$ cat src/rtl/csbf_pkg.sv
`timescale 1ns / 1ps
// ----------------------------------------------------------------------------
// csbf_pkg: shared types and constants for the comment-stripping byte filter
// Character codes, scan mode codes and the output queue entry type.
// ----------------------------------------------------------------------------
package csbf_pkg;

  // character codes
  localparam logic [7:0] CH_NL    = 8'h0A;
  localparam logic [7:0] CH_TAB   = 8'h09;
  localparam logic [7:0] CH_SPACE = 8'h20;
  localparam logic [7:0] CH_SEMI  = 8'h3B;
  localparam logic [7:0] CH_BSL   = 8'h5C;
  localparam logic [7:0] CH_SLASH = 8'h2F;
  localparam logic [7:0] CH_STAR  = 8'h2A;
  localparam logic [7:0] CH_DQ    = 8'h22;
  localparam logic [7:0] CH_SQ    = 8'h27;

  // scan mode codes
  localparam logic [2:0] MODE_NORMAL = 3'd0;
  localparam logic [2:0] MODE_STRING = 3'd1;
  localparam logic [2:0] MODE_CHAR   = 3'd2;
  localparam logic [2:0] MODE_SLASH  = 3'd3;
  localparam logic [2:0] MODE_LINE   = 3'd4;
  localparam logic [2:0] MODE_BLOCK  = 3'd5;

  // output queue depth and its count width
  localparam int unsigned QDEPTH = 3;
  localparam int unsigned QCW    = 2;

  typedef struct packed {
    logic [7:0] data;
    logic       last;
  } res_entry_t;

endpackage

$ cat src/rtl/comment_stripping_byte_filter.sv
`timescale 1ns / 1ps
// ----------------------------------------------------------------------------
// comment_stripping_byte_filter: streaming C comment stripper
// Removes comments, maps newline/semicolon outside quotes, drops blanks.
// ----------------------------------------------------------------------------
// Usage
//   in_*  : one raw text byte per transfer (in_tdata[7:0]).
//   out_* : zero, one or two result bytes per input byte; out_tlast marks
//           the final result byte caused by that input byte. Input bytes that
//           yield nothing (comment text, blanks, a slash awaiting its
//           partner) produce no transfer at all.
//   Results are registered in the result queue, behind any results already queued.
//   Throughput: one input byte per cycle. The scan step is a single pass of
//   short logic from the input port into a three-entry result queue; an
//   input is taken whenever the queue has room for two results after this
//   cycle's output transfer. A lone slash followed by an emitted byte yields
//   two results.
//   Reset (rst_n low, synchronous): scan mode returns to normal, all escape
//   and star flags clear, the result queue empties.
//   Stall: while out_tready is low the head result holds; further input
//   is still accepted while the queue holds at most one result.
// ----------------------------------------------------------------------------
module comment_stripping_byte_filter
  import csbf_pkg::*;
(
  input  logic       clk,
  input  logic       rst_n,
  // input channel
  input  logic       in_tvalid,
  output logic       in_tready,
  input  logic [7:0] in_tdata,   // [7:0] in_byte
  // result channel
  output logic       out_tvalid,
  input  logic       out_tready,
  output logic [7:0] out_tdata,  // [7:0] out_byte
  output logic       out_tlast   // run_last
);

  // scan state
  logic [2:0] mode_r, mode_nxt;
  logic       sesc_r, sesc_nxt;   // string escape pending
  logic       cesc_r, cesc_nxt;   // char escape pending
  logic       lesc_r, lesc_nxt;   // line comment escape pending
  logic       star_r, star_nxt;   // star seen in block comment

  // result queue, entry 0 is the head
  res_entry_t       q_r   [QDEPTH];
  res_entry_t       q_nxt [QDEPTH];
  logic [QCW-1:0]   cnt_r, cnt_nxt;

  logic       in_xfer;
  logic       out_xfer;
  logic [7:0] c;

  // step results: a leading slash (a) and the byte's own result (b)
  logic       a_v;
  logic       b_v;
  logic [7:0] b_byte;
  logic       nrm;        // byte takes normal-mode handling
  logic [7:0] mapped;
  logic [1:0] n_res;
  res_entry_t r0, r1;
  logic [QCW-1:0] base;

  assign c        = in_tdata;
  assign out_xfer = out_tvalid & out_tready;
  // room for two results once this cycle's head leaves
  assign in_tready = (cnt_r <= QCW'(1)) || ((cnt_r == QCW'(2)) && out_xfer);
  assign in_xfer   = in_tvalid & in_tready;

  assign out_tvalid = (cnt_r != '0);
  assign out_tdata  = q_r[0].data;
  assign out_tlast  = q_r[0].last;

  always_comb begin
    mapped = c;
    if (c == CH_NL) begin
      mapped = CH_SPACE;
    end else if (c == CH_SEMI) begin
      mapped = CH_NL;
    end
  end

  // scan step
  always_comb begin
    mode_nxt = mode_r;
    sesc_nxt = sesc_r;
    cesc_nxt = cesc_r;
    lesc_nxt = lesc_r;
    star_nxt = star_r;
    a_v      = 1'b0;
    b_v      = 1'b0;
    b_byte   = c;
    nrm      = 1'b0;
    case (mode_r)
      MODE_STRING: begin
        b_v = 1'b1;
        if (c == CH_DQ && !sesc_r) begin
          mode_nxt = MODE_NORMAL;
        end
        sesc_nxt = (c == CH_BSL) && !sesc_r;
      end
      MODE_CHAR: begin
        b_v = 1'b1;
        if (c == CH_SQ && !cesc_r) begin
          mode_nxt = MODE_NORMAL;
        end
        cesc_nxt = (c == CH_BSL) && !cesc_r;
      end
      MODE_SLASH: begin
        if (c == CH_SLASH) begin
          mode_nxt = MODE_LINE;
        end else if (c == CH_STAR) begin
          mode_nxt = MODE_BLOCK;
        end else begin
          a_v = 1'b1;
          nrm = 1'b1;
        end
      end
      MODE_LINE: begin
        // the closing newline is not emitted
        if (c == CH_NL && !lesc_r) begin
          mode_nxt = MODE_NORMAL;
        end
        lesc_nxt = (c == CH_BSL) && !lesc_r;
      end
      MODE_BLOCK: begin
        if (c == CH_SLASH && star_r) begin
          mode_nxt = MODE_NORMAL;
        end
        star_nxt = (c == CH_STAR);
      end
      default: begin
        nrm = 1'b1;
      end
    endcase

    if (nrm) begin
      mode_nxt = MODE_NORMAL;
      if (c == CH_DQ) begin
        mode_nxt = MODE_STRING;
        b_v      = 1'b1;
      end else if (c == CH_SQ) begin
        mode_nxt = MODE_CHAR;
        b_v      = 1'b1;
      end else if (c == CH_SLASH) begin
        mode_nxt = MODE_SLASH;
      end else begin
        b_v    = 1'b1;
        b_byte = mapped;
      end
    end

    // blanks never leave the block
    if (b_byte == CH_SPACE || b_byte == CH_TAB) begin
      b_v = 1'b0;
    end
  end

  // pack results into order
  always_comb begin
    n_res   = {1'b0, a_v} + {1'b0, b_v};
    r0.data = a_v ? CH_SLASH : b_byte;
    r0.last = !(a_v && b_v);
    r1.data = b_byte;
    r1.last = 1'b1;
  end

  // queue update: pop shifts down, push appends behind what remains
  always_comb begin
    for (int i = 0; i < QDEPTH; i++) begin
      q_nxt[i] = q_r[i];
    end
    base = cnt_r;
    if (out_xfer) begin
      for (int i = 0; i < QDEPTH - 1; i++) begin
        q_nxt[i] = q_r[i+1];
      end
      base = cnt_r - QCW'(1);
    end
    cnt_nxt = base;
    if (in_xfer) begin
      for (int i = 0; i < QDEPTH; i++) begin
        if ((n_res != 2'd0) && (base == QCW'(i))) begin
          q_nxt[i] = r0;
        end
        if ((n_res == 2'd2) && ((base + QCW'(1)) == QCW'(i))) begin
          q_nxt[i] = r1;
        end
      end
      cnt_nxt = base + QCW'(n_res);
    end
  end

  always_ff @(posedge clk) begin
    if (!rst_n) begin
      mode_r <= MODE_NORMAL;
      sesc_r <= 1'b0;
      cesc_r <= 1'b0;
      lesc_r <= 1'b0;
      star_r <= 1'b0;
      cnt_r  <= '0;
    end else begin
      if (in_xfer) begin
        mode_r <= mode_nxt;
        sesc_r <= sesc_nxt;
        cesc_r <= cesc_nxt;
        lesc_r <= lesc_nxt;
        star_r <= star_nxt;
      end
      cnt_r <= cnt_nxt;
    end
  end

  always_ff @(posedge clk) begin
    for (int i = 0; i < QDEPTH; i++) begin
      q_r[i] <= q_nxt[i];
    end
  end

endmodule

$ cat config.mk
export PLATFORM = sky130hd
export DESIGN_NAME = comment_stripping_byte_filter
export DESIGN_NICKNAME = d
export VERILOG_FILES = /design/src/rtl/csbf_pkg.sv /design/src/rtl/comment_stripping_byte_filter.sv
export SDC_FILE = /design/constraint.sdc
export NUM_CORES = 1
export LEC_CHECK = 0
export BUFFER_PORTS_ARGS = -buffer_cell sky130_fd_sc_hd__buf_4
export CORE_MARGIN = 3
export CORE_UTILIZATION = 39
export CTS_CLUSTER_DIAMETER = 120
export CTS_CLUSTER_SIZE = 12
export DETAILED_ROUTE_END_ITERATION = 16
export SLEW_MARGIN = 25
export SYNTH_ARGS = -nofsm -noshare
export SYNTH_HDL_FRONTEND = slang
export SYNTH_SLANG_ARGS = --single-unit
$ cat constraint.sdc
create_clock -name clk -period 5.2 [get_ports clk]
set_clock_uncertainty 0.2 [all_clocks]
set_input_delay 0.78 -clock clk [delete_from_list [all_inputs] [get_ports clk]]
set_output_delay 0.78 -clock clk [all_outputs]
set_load 0.02 [all_outputs]
==> summary by stage, run 1 <==
Power and ir drop
The switching part of the total is 39.7%. Across the VDD grid, the largest voltage drop is 0.000203 V. In this run the power spent charging and discharging nets is 0.000462 W. Combinational logic is responsible for 45.4% of the overall power.

Sequential cells account for 37.2% of the total power. For this design the ratio of total power to cell area is 465 nW/um^2. Internal power comes to 0.000702 W. The design draws 0.00116 W.

The clock network fraction of design power is 17.3%. Summed over all cells, the static leakage comes to 0.945 nW.

Logic synthesis
The most common cell in the synthesized netlist is sky130_fd_sc_hd__nand2_1. In the synthesized netlist the dominant register cell turns out to be sky130_fd_sc_hd__dfxtp_1. The per-instance average area after synthesis is 9.12 sq um.

Sequential elements use 34.9% of the synthesized area. Counting instances in the post-synthesis netlist gives the leading cell types as sky130_fd_sc_hd__nand2_1, sky130_fd_sc_hd__dfxtp_1, sky130_fd_sc_hd__nor2_1. The combined area of all synthesized cells is 2330 sq um. The cell count after synthesis came out at 255.

The area share of the largest cell type after synthesis is 23.2%. After synthesis, the cell types taking the most area are sky130_fd_sc_hd__dfxtp_1, sky130_fd_sc_hd__edfxtp_1, sky130_fd_sc_hd__nand2_1. The number of different library cells used by synthesis comes to 58.

For this run, asynchronously set or reset flops after synthesis account for 0%. The number of nets in the synthesized netlist is 274. The count of warnings emitted by yosys is 0.

Counting flops with a built-in enable in the synthesized netlist gives 9. The synthesized flop and latch total is 36. The biggest area contributor in the post-synthesis netlist is sky130_fd_sc_hd__dfxtp_1.

Clocking
TritonCTS built the clock tree. After clock tree synthesis, the clock-pin slew on the worst setup and hold paths is 0.08 ns. The number of buffers on the longest clock path is 2. For the worst-skew pair, the clock arrives at the later sink with an insertion delay of 0.29 ns. The setup fix buffers added after clock tree synthesis is 0. The cts-stage hold buffer count is 0. The CTS buffer count is 5. The number of sinks on the clock net is 36. The quantity of gates resized following cts is 0.

The tree is rooted in a sky130_fd_sc_hd__clkbuf_8. The number of H-tree branching levels is 2.

Floorplan
The I/O pin total is 23. The total die area is 6930 sq um. The initialized floorplan defines 27 standard-cell rows. The area of the core region is 5640 sq um. The initial standard-cell utilization of the core is 41.2%. The floorplan die height is 83.2 um.

The die outline width is 83.2 um.

Routing
The routed length per instance is 16.1 um. The routed layout has 1951 vias. The detailed-route DRC error count is 0. Before antenna repair, the detailed router went through 4 iterations.

In the routed layout, each cell is associated on average with a via count of 5.79. In this run the remaining antenna-violating nets after routing total 0. The first-iteration detailed-routing DRC count is 206. The total routed wirelength is 5420 um.

Cells and area
The register area is 811 sq um. The multi-input gate area in the final layout is 1320 sq um. The number of fillers in the final layout is 575.

The post-layout net count is 283. The final non-filler cell area is 2500 sq um. The ratio of cells with drive above 1 in the final layout is 17.4%. The final cell utilization of the core is 44.4%. The number of antenna repair diodes is 0. The area growth from synthesis to layout is 7.69%.

Critical path
The capturing element type of the critical path is a register. For the worst setup path, the data required time is 4.92 ns. The kind of critical path is in2reg.

STA puts the critical path data arrival time at 3.30 ns. Along the worst path, the maximum fanout reaches 9. The startpoint class of the critical path is an input port.

Flow run
Max-cap violations in this run came to 0.

STA
The total setup violations reported at the end of the flow is 0. The worst-case headroom to the max-slew limit is 39.1%. The setup TNS is 0 ns. The highest clock rate is 280 MHz. The measured slew at the worst slew-check pin is 0.907 ns. Setup slack closes at 1.62 ns.

The minimum clock period after layout is 3.58 ns. The count of endpoints failing hold in the final timing report came to 0. The count of final max-slew check failures is 0. Of the available clock period, the critical path in the final layout requires 68.8%. Setup repair after global routing left no endpoint under its margin.

GRT
The global-route wire length before repair is 9070 um. Global routing used 15.9% of the available tracks across all layers. Entering global routing, the biggest net connects 21 pins. The via count of the first global-routing pass is 1847. The initial antenna violation count is 0. The aggregate global routing overflow is 0.

Placed design
Port buffering added 22 buffers. The post-detailed-placement cell area is 2420 sq um. The worst slack at placement is 1.29 ns. Summed over all nets, the half-perimeter wirelength after detailed placement is 3970 um. Routability-driven placement finished with a final weighted congestion of 0.835.

Status
The flow ran to the end, and the final reports show no timing, DRC or antenna violations.

Worst hold path
The tightest min-delay check is of the reg2reg type.
metal layers:
metal	vias to the layer above	wire length [um]	GRT usage [%]
met2	56	2500	24.7
met4	0	68	5.05
met5	-	0	0
met1	932	2600	22.0
met3	8	248	3.08
li1	955	-	-
registers in the layout, indices dropped and copies added, names as in the netlist:
name / count
mode_r: 3
lesc_r: 1
sesc_r: 1
cnt_r: 2
cesc_r: 1
q_r: 27
star_r: 1
placed cells by master (no fill, tap or decap), drive strengths merged, types with 2 or more instances in the layout:
cell type and instances:
nor3b 3, mux2i 12, nand4bb 2, o31ai 4, o21a 6, nor4 2, nor4b 4, nand3b 4
a32oi 8, clkinv 3, o41ai 3, dfxtp 27, nand2b 5, buf 23, or4 2, nand3 7
nor2 16, xnor2 4, or2 2, a21oi 8, o31a 6, ha 7, o2bb2ai 4, and2 2
nor3 6, a31oi 2, inv 7, a2bb2oi 3, clkbuf 5, nand4 2, nand2 40, edfxtp 9
o21ai 9, o22ai 6
final cells by class:
class                   count  area share [%]
repair buffers             23            6.89
multi-input cells         191            52.6
well taps                  72            3.60
clock buffers               5            2.75
flip-flops and latches     36            32.4
inverters                   7            1.05
clock inverters             3           0.749
per-stage QoR:
step | cells | hold slack (ns)
after floorplan | 255 | 0.250
after global placement | 329 | 0.263
after detailed placement | 329 | 0.274
after CTS | 337 | 0.283
after global routing | 337 | 0.310
final | 337 | 0.282
critical path: stages:
cell                        delay [ns]
sky130_fd_sc_hd__buf_4            0.13
sky130_fd_sc_hd__nand4bb_4        0.28
sky130_fd_sc_hd__nor4b_1          0.41
sky130_fd_sc_hd__or2_2            0.25
sky130_fd_sc_hd__o22ai_1          0.12
sky130_fd_sc_hd__a41oi_1          0.28
sky130_fd_sc_hd__ha_1             0.25
sky130_fd_sc_hd__nand2_1          0.13
sky130_fd_sc_hd__o21a_1           0.14
sky130_fd_sc_hd__nor2_1           0.54
worst paths after layout:
| kind | startpoint | to | slack [ns] | depth (start not counted) |
|---|---|---|---|---|
| min | star_r$_SDFFE_PN0P_ | star_r$_SDFFE_PN0P_ | 0.28 | 2 |
| min reg2reg | star_r$_SDFFE_PN0P_ | star_r$_SDFFE_PN0P_ | 0.28 | 2 |
| max | in_tdata[6] | q_r[0][19]$_DFFE_PP_ | 1.62 | 10 |
| max reg2reg | mode_r[2]$_SDFFE_PN0P_ | q_r[0][19]$_DFFE_PP_ | 1.80 | 9 |
power by group through the flow:
stage / Clock (W) / Sequential [W] / Combinational, W
finish: 0.000202 / 0.000434 / 0.000529
global route: 0.000219 / 0.000444 / 0.000587
CTS: 0.000207 / 0.000433 / 0.000532
detailed placement: 0 / 0.000440 / 0.000529
global placement: 0 / 0.000438 / 0.000524
floorplan: 0 / 0.000431 / 0.000426
logic make-up (layout without fill, tap and decap cells):
logic type | count (synthesis) | in the layout | synth area share (%)
AND/OR/NAND/NOR | 103 | 103 | 24.2
AO/OA/AOI/OAI | 64 | 64 | 21.6
flip-flops | 36 | 36 | 34.9
buffers and inverters | 28 | 38 | 8.50
multiplexers | 12 | 12 | 5.16
adder cells (fa/ha/maj) | 7 | 7 | 3.77
XOR/XNOR | 5 | 5 | 1.88
No activity file was read; power rests on OpenSTA's default activity.
==> run 2, diff against run 1 <==
- clock period: 5.2 -> 3.05 ns (I/O delays scaled with it)
==> run 2 against run 1 <==
Against the previous run:
- power rose by 74%
- global-route usage barely moved
- combinational power rose by 80%
- critical endpoint is now q_r[0][25]$_DFFE_PP_
==> summary by stage, run 2 (synthesized netlist as in run 1, its figures left out) <==
Status
The flow ran to the end, and the final reports show no timing, DRC or antenna violations.

Cells and area
Once layout is complete, the utilization of the core stands at 48.3%. The library cell used most frequently in the layout, excluding fill and tap cells, is sky130_fd_sc_hd__buf_4. 0 antenna diodes ended up in the layout.

The number of fillers in the final layout is 542. The register with the most flip-flops in the final layout is q_r. The ratio of cells with drive above 1 in the final layout is 26.1%.

The relative area change from synthesis to final layout is 17.1%. After routing the design area is 2720 sq um. In the layout the commonest cells are sky130_fd_sc_hd__buf_4, sky130_fd_sc_hd__nand2_1, sky130_fd_sc_hd__dfxtp_1. The final layout contains 309 nets. The number of flip-flops under the largest register name is 27.

The largest registers in the layout are q_r (27), mode_r (3), cnt_r (2).

Flow run
The number of maximum-capacitance constraint violations is 0.

Placed design
The total of buffers placed on input and output ports is 22. Once placement finished, the instance area stood at 2630 sq um. At the end of routability-driven placement, the weighted congestion stood at 0.825.

The wire-length estimate of the detail-placed layout is 4130 um.

Worst hold path
The startpoint of the lowest-slack hold path is rst_n. The end point of the most critical hold path is mode_r[2]$_SDFFE_PN0P_. The classification of the worst-slack hold path is in2reg. The worst hold path stage count is 3.

GRT
The initial antenna violation count was 0. The largest net degree at the start of global routing is 21. The global-route wire length before repair is 9100 um.

The aggregate global routing overflow is 0. In the global route stage, overall resource usage came out at 15.8%. The via count of the first global-routing pass was 1926.

Critical path
The end of the worst register-to-register path is q_r[0][25]$_DFFE_PP_. For this design, the slowest cell found on the critical path is sky130_fd_sc_hd__or4_4. The largest fanout on the critical path is 9.

Grouping stages by cell kind, the critical path spends the most delay in simple AND/OR/NAND/NOR gates. The largest single stage delay on the critical path is 0.54 ns. The number of buffer and inverter instances along the worst setup path is 1. The critical path goes through xnor2_1 -> or4_4 -> o2bb2ai_2 -> a41oi_1 -> ha_1 -> nand2_1 -> o21a_1 -> nor2_2 -> buf_12. The startpoint class of the critical path is a register. The kind of critical path is reg2reg. The path depth of the worst reg2reg path is 9. For flop-to-flop paths, the worst setup slack is 0.24 ns. The arrival time of data at the critical path endpoint is 2.61 ns. STA classifies the critical path endpoint as a register. The worst register-to-register path begins at mode_r[1]$_SDFFE_PN0P_. For the worst setup path, the data required time is 2.85 ns.

Clocking
The clock passes through at most 2 buffers. The CTS buffer count is 5. The clock transition at the register clock pins on the worst setup and hold paths after CTS is 0.07 ns. After clock tree synthesis, the setup repair step added 0 buffers.

The tree is rooted in a sky130_fd_sc_hd__clkbuf_8. TritonCTS built the clock tree. The number of hold buffers added after CTS was 0. The number of sinks on the clock net is 36. CTS built an H-tree with a depth of 2. The later-pin clock latency in the skew report is 0.28 ns.

STA
For the pin with the worst max-slew slack, the measured transition is 0.952 ns. Setup repair after global routing left no endpoint under its margin. The highest clock rate is 356 MHz.

The smallest clock period supported by the final layout is computed as 2.81 ns. The count of final max-slew check failures is 0. The portion of the clock cycle consumed by the worst path in the final layout is 92.0%. Setup violations remaining at the end of the flow were counted as 0. Headroom to the max-slew limit came out at 36.1%. Final hold analysis gives a worst-case slack of 0.264 ns.

The count of endpoints failing hold in the final timing report came to 0.

Floorplan
The die is 83.2 um tall. The die covers 6930 sq um. The area of the core region is 5640 sq um. The initial standard-cell utilization of the core is 41.2%. The die is 83.2 um wide. In this run the core area contains 27 standard-cell rows.

The I/O pin total is 23.

Power and ir drop
For this design the static power due to leakage is 1.08 nW. The maximum VDD drop is 0.000368 V. For this design the ratio of total power to cell area is 742 nW/um^2.

Routing
The detailed-route DRC error count is 0. The first-iteration detailed-routing DRC count is 93. The remaining number of nets flagged by the antenna check after routing is 0.

The per-cell via count in the routed design is 5.41. The first detailed-routing pass ran for 4 iterations. The total routed wirelength is 5300 um. The routed length per instance is 14.6 um.

The final route contains 1963 vias.
-- run 2: worst max path at each step --
stage	startpoint	end	slack [ns]	depth (start not counted)
after floorplan	in_tdata[0]	q_r[0][18]$_SDFFCE_PP1P_	0.11	10
after global placement	in_tdata[6]	q_r[0][26]$_DFFE_PP_	0.01	10
after detailed placement	in_tdata[6]	q_r[0][26]$_DFFE_PP_	-0.04	10
after CTS	mode_r[2]$_SDFFE_PN0P_	q_r[0][22]$_DFFE_PP_	0.17	10
after global routing	in_tdata[6]	q_r[0][2]$_DFF_P_	0.02	12
final	mode_r[1]$_SDFFE_PN0P_	q_r[0][25]$_DFFE_PP_	0.24	9
-- run 2: layer usage --
| metal | wire length (um) | track usage [%] |
|---|---|---|
| met3 | 181 | 3.47 |
| met2 | 2520 | 27.3 |
| met5 | 0 | 0 |
| met1 | 2560 | 20.0 |
| met4 | 42 | 3.57 |
-- run 2: layout make-up --
cell class / count / area, sq um / share of cell area, %
inverters: 7 / 26.3 / 0.965
well taps: 72 / 90.1 / 3.31
clock inverters: 3 / 18.8 / 0.689
flip-flops and latches: 36 / 813 / 29.9
multi-input cells: 191 / 1330 / 48.7
repair buffers: 49 / 380 / 14.0
clock buffers: 5 / 68.8 / 2.53
-- run 2: stage by stage --
stage | std cells | worst slack (ns) | TNS, ns | total power, W
detailed placement | 355 | -0.0371 | -0.368 | 0.00170
global route | 363 | 0.0247 | 0 | 0.00218
floorplan | 255 | 0.115 | 0 | 0.00146
CTS | 363 | 0.168 | 0 | 0.00204
finish | 363 | 0.243 | 0 | 0.00202
global placement | 355 | 0.0145 | 0 | 0.00169
-- run 2: repair_timing --
item / in CTS / in global routing
gates resized for setup: 0 / 3
setup endpoints to repair: 0 / 22
hold endpoints to repair: 0 / 0
-- run 2: tightest hold or removal path, delay by kind of cell --
family | cells | cell delay, ns
buffers and inverters | 1 | 0.13
and+or+nand+nor | 1 | 0.06
muxes | 1 | 0.05
-- run 2: power by group --
part / internal [W] / leakage [nW] / switching (W) / total (W)
clock network: 0.000159 / 0.0479 / 0.000173 / 0.000332
registers: 0.000652 / 0.304 / 0.0000844 / 0.000737
logic: 0.000442 / 0.726 / 0.000511 / 0.000953
total: 0.00125 / 1.08 / 0.000768 / 0.00202
==> run 3, diff against run 2 <==
- ABC_AREA: default -> 1
==> run 3 against run 2 <==
Against the previous run:
- sequential cell count did not move
- register-to-register slack lost 0.02 ns
- synthesized cell count rose by 44%
- cell count up 32%
- sequential share of layout area shrank 2.5 points
- die area up 8.3%
- critical path depth up 7
- clock power increased by 14%
- power up 54%
- first-iteration DRC count increased by 54%
==> summary by stage, run 3 <==
Status
The flow ran to the end, and the final reports show no timing, DRC or antenna violations.

Routing
After detailed routing, the average wire length per cell comes to 13.4 um. The first routing iteration left 143 violations. The count of nets left with antenna violations once routing finished came out at 0. The detailed-route DRC error count is 0. The total routed wirelength is 6400 um. The final route contains 2385 vias. For this run, the detailed router's first-pass iteration total came to 4. The per-cell via count in the routed design is 4.98.

STA
In this run the tightest slew margin relative to its limit is 73.4%. The measured slew at the worst slew-check pin is 0.399 ns. The worst hold slack across all endpoints is 0.235 ns. Once routing completed, OpenROAD measured the worst setup slack at 0.222 ns. Based on the critical path, the design can be clocked at up to 354 MHz. Setup repair after global routing left no endpoint under its margin.

The count of final max-slew check failures was 0. The minimum clock period after layout is 2.83 ns. The total setup violations reported at the end of the flow is 0. The portion of the clock cycle consumed by the worst path in the final layout is 92.7%.

The count of endpoints failing hold in the final timing report was 0.

Power and ir drop
The sequential share of power is 24.9%. Dividing total power by cell area gives a power density of 1050 nW/um^2. Summed over all cells, the static leakage comes to 1.47 nW. The switching part of the total is 47.7%. The total internal power is 0.00163 W. Per report_power, the combinational group accounts for 62.9% of the total. In this run the power spent charging and discharging nets is 0.00149 W. The clock network fraction of design power is 12.2%. The maximum VDD drop is 0.000442 V.

Cells and area
The most common library cell in the layout ignoring fill and taps is sky130_fd_sc_hd__nand2_1. The post-layout net count is 423. Cells with a size suffix above 1 make up 23.5% of the layout. With fillers left out, the area of the finished cells amounts to 2970 sq um. The register area is 811 sq um.

In the final layout, the registers with the most flip-flops are q_r (27), mode_r (3), cnt_r (2). The number of flip-flops under the largest register name is 27. The relative area change from synthesis to final layout is 17.0%. The layout has 632 filler cells. In the layout the commonest cells are sky130_fd_sc_hd__nand2_1, sky130_fd_sc_hd__buf_4, sky130_fd_sc_hd__inv_1. The register containing the most flip-flops in the final layout is q_r. The finished layout holds 479 standard cells, fillers aside.

The number of antenna repair diodes is 0. Summing all multi-input logic gate instances after layout gives 1460 sq um.

Clocking
The number of buffers on the longest clock path is 2. Clock tree synthesis inserted a total of 5 buffers. The setup fix buffers added after clock tree synthesis is 0. The cts-stage hold buffer count is 0.

The quantity of gates resized following cts is 0. After clock tree synthesis, the clock-pin slew on the worst setup and hold paths is 0.08 ns. The number of H-tree branching levels is 2. Clock tree synthesis found a total of 36 sinks. The root buffer cell chosen for the clock tree is sky130_fd_sc_hd__clkbuf_8. The TritonCTS clock tree is built.

The later-pin clock latency in the skew report is 0.29 ns.

Critical path
STA classifies the critical path startpoint as a register. The cell at the slowest stage of the critical path is sky130_fd_sc_hd__dfxtp_1. The kind of critical path is reg2reg. Data on the critical path is required at its endpoint by 2.85 ns. The maximum single-stage delay on the critical path is 0.35 ns. Counting stages on the worst path, the most repeated cell is sky130_fd_sc_hd__nand2_1. The critical path goes through inv_2 -> nand2_1 -> nor2_4 -> nand3_4 -> buf_4 -> nand3_1 -> nand2_1 -> nand3_1 -> nand2_1 -> a21oi_2 -> ha_1 -> inv_1 -> nor2_1 -> inv_1 -> a21oi_2 -> buf_4. Grouping stages by cell kind, the critical path spends the most delay in simple AND/OR/NAND/NOR gates. The number of buffers and inverters on the critical path is 5. Data on the critical path arrives at its endpoint at 2.62 ns.

STA classifies the critical path endpoint as a register. In this run the worst path has a maximum fanout of 9.

Logic synthesis
The number of synthesized flops with an enable pin is 9. In this run the cell area of the synthesized design comes to 2530 sq um. In the synthesized netlist, the cells that appear most often are sky130_fd_sc_hd__nand2_1, sky130_fd_sc_hd__inv_1, sky130_fd_sc_hd__a21oi_1. After technology mapping, the gate count stands at 368. Counting every net in the synthesized netlist gives 387. The part of the Yosys area used for sequential elements is 32.0%. In this run the biggest area consumer among cell types represents 21.3% of the synthesized area. The synthesized flop and latch total is 36. The per-instance average area after synthesis is 6.89 sq um. The share of async-settable or async-resettable flops after synthesis is 0%. The most common cell in the synthesized netlist is sky130_fd_sc_hd__nand2_1. The cell taking the most area after synthesis is sky130_fd_sc_hd__dfxtp_1. The count of warnings emitted by yosys is 0. After synthesis, the netlist uses 36 different library cells. Yosys attributes the largest share of cell area to sky130_fd_sc_hd__dfxtp_1, sky130_fd_sc_hd__nand2_1, sky130_fd_sc_hd__edfxtp_1. The most used flip-flop cell after synthesis is sky130_fd_sc_hd__dfxtp_1.

Floorplan
The initial standard-cell utilization of the core is 41.6%. The site row count is 28. The die is 86.6 um tall. The die is 86.6 um wide. 23 I/O pins were placed. The floorplan step defined a die boundary enclosing 7500 sq um. The total area inside the core boundary comes to 6100 sq um.

GRT
Entering global routing, the biggest net connects 35 pins. The initial antenna violation count is 0. The first global-routing pass estimated 10700 um of wire.

The via count of the first global-routing pass is 2199. The aggregate global routing overflow is 0. The total track usage is 18.3%.

Placed design
The number of cells after detailed placement is 472. The HPWL after detailed placement is 5060 um. The worst slack at placement is -0.00925 ns. The post-detailed-placement cell area is 2870 sq um. The congestion estimate from routability-driven global placement came to 0.905.

The count of buffers added on input and output ports is 22.

Worst hold path
The classification of the worst-slack hold path is in2reg.

Flow run
The number of maximum-capacitance constraint violations is 0.
run 3: cell types whose count changed after synthesis, moves of 11 or more:
cell	before	now
sky130_fd_sc_hd__a21oi_1	8	30
sky130_fd_sc_hd__inv_1	7	37
sky130_fd_sc_hd__nand2_1	40	94
sky130_fd_sc_hd__nand3_1	7	21
sky130_fd_sc_hd__nor2_1	14	29
sky130_fd_sc_hd__o21ai_0	8	22
sky130_fd_sc_hd__o21ai_1	1	12
run 3: per-layer routing:
layer	track usage (%)	vias up	part of all wire [%]
li1	-	1266	-
met1	23.9	1041	45
met2	29.4	63	46
met4	8.22	0	3.4
met5	0	-	0
met3	3.23	15	5.6
run 3: cell type report:
cell class,instances,share of cell area [%]
Clock buffer,7,3.25
Sequential cell,36,27.3
Inverter,47,6.03
Tap cell,75,3.16
Timing Repair Buffer,44,11.1
Multi-Input combinational cell,270,49.1
run 3: kinds of logic after synthesis:
kind of cell	count (synthesis)	share of synthesized area (%)
buf+inv	62	10.9
fa+ha+maj	7	3.45
simple gates	179	33.7
compound gates	78	16.8
flops	36	32.0
mux	4	1.68
xor+xnor	2	1.43
run 3: per-stage QoR:
step	setup TNS, ns	total power [W]	util, %
after CTS	0	0.00312	48.6
after global placement	0	0.00274	47.0
after floorplan	0	0.00224	-
after global routing	0	0.00342	48.7
final	0	0.00312	48.7
after detailed placement	-0.0785	0.00274	47.0
run 3: path summary, 6_finish.rpt:
| path | from | endpoint | slack, ns | depth (start not counted) |
|---|---|---|---|---|
| worst min register to register | star_r$_SDFFE_PN0P_ | star_r$_SDFFE_PN0P_ | 0.30 | 2 |
| worst min-delay path | rst_n | mode_r[1]$_SDFFE_PN0P_ | 0.23 | 3 |
| worst max-delay path | mode_r[2]$_SDFFE_PN0P_ | q_r[0][25]$_DFFE_PP_ | 0.22 | 16 |
| worst max register to register | mode_r[2]$_SDFFE_PN0P_ | q_r[0][25]$_DFFE_PP_ | 0.22 | 16 |
run 3: power by group through the flow:
stage | clock (W) | sequential (W) | combinational [W]
4_1_cts | 0.000389 | 0.000779 | 0.00196
6_report | 0.000379 | 0.000779 | 0.00196
3_5_place_dp | 0 | 0.000790 | 0.00195
5_1_grt | 0.000415 | 0.000798 | 0.00221
2_1_floorplan | 0 | 0.000774 | 0.00147
3_3_place_gp | 0 | 0.000782 | 0.00196
run 3: worst reg2reg max path, cell delays in order, from the launching register on:
cell and delay [ns]:
sky130_fd_sc_hd__dfxtp_1 0.35, sky130_fd_sc_hd__inv_2 0.10, sky130_fd_sc_hd__nand2_1 0.10, sky130_fd_sc_hd__nor2_4 0.15
sky130_fd_sc_hd__nand3_4 0.12, sky130_fd_sc_hd__buf_4 0.19, sky130_fd_sc_hd__nand3_1 0.07, sky130_fd_sc_hd__nand2_1 0.08
sky130_fd_sc_hd__nand3_1 0.08, sky130_fd_sc_hd__nand2_1 0.07, sky130_fd_sc_hd__a21oi_2 0.15, sky130_fd_sc_hd__ha_1 0.15
sky130_fd_sc_hd__inv_1 0.09, sky130_fd_sc_hd__nor2_1 0.19, sky130_fd_sc_hd__inv_1 0.10, sky130_fd_sc_hd__a21oi_2 0.12
sky130_fd_sc_hd__buf_4 0.20
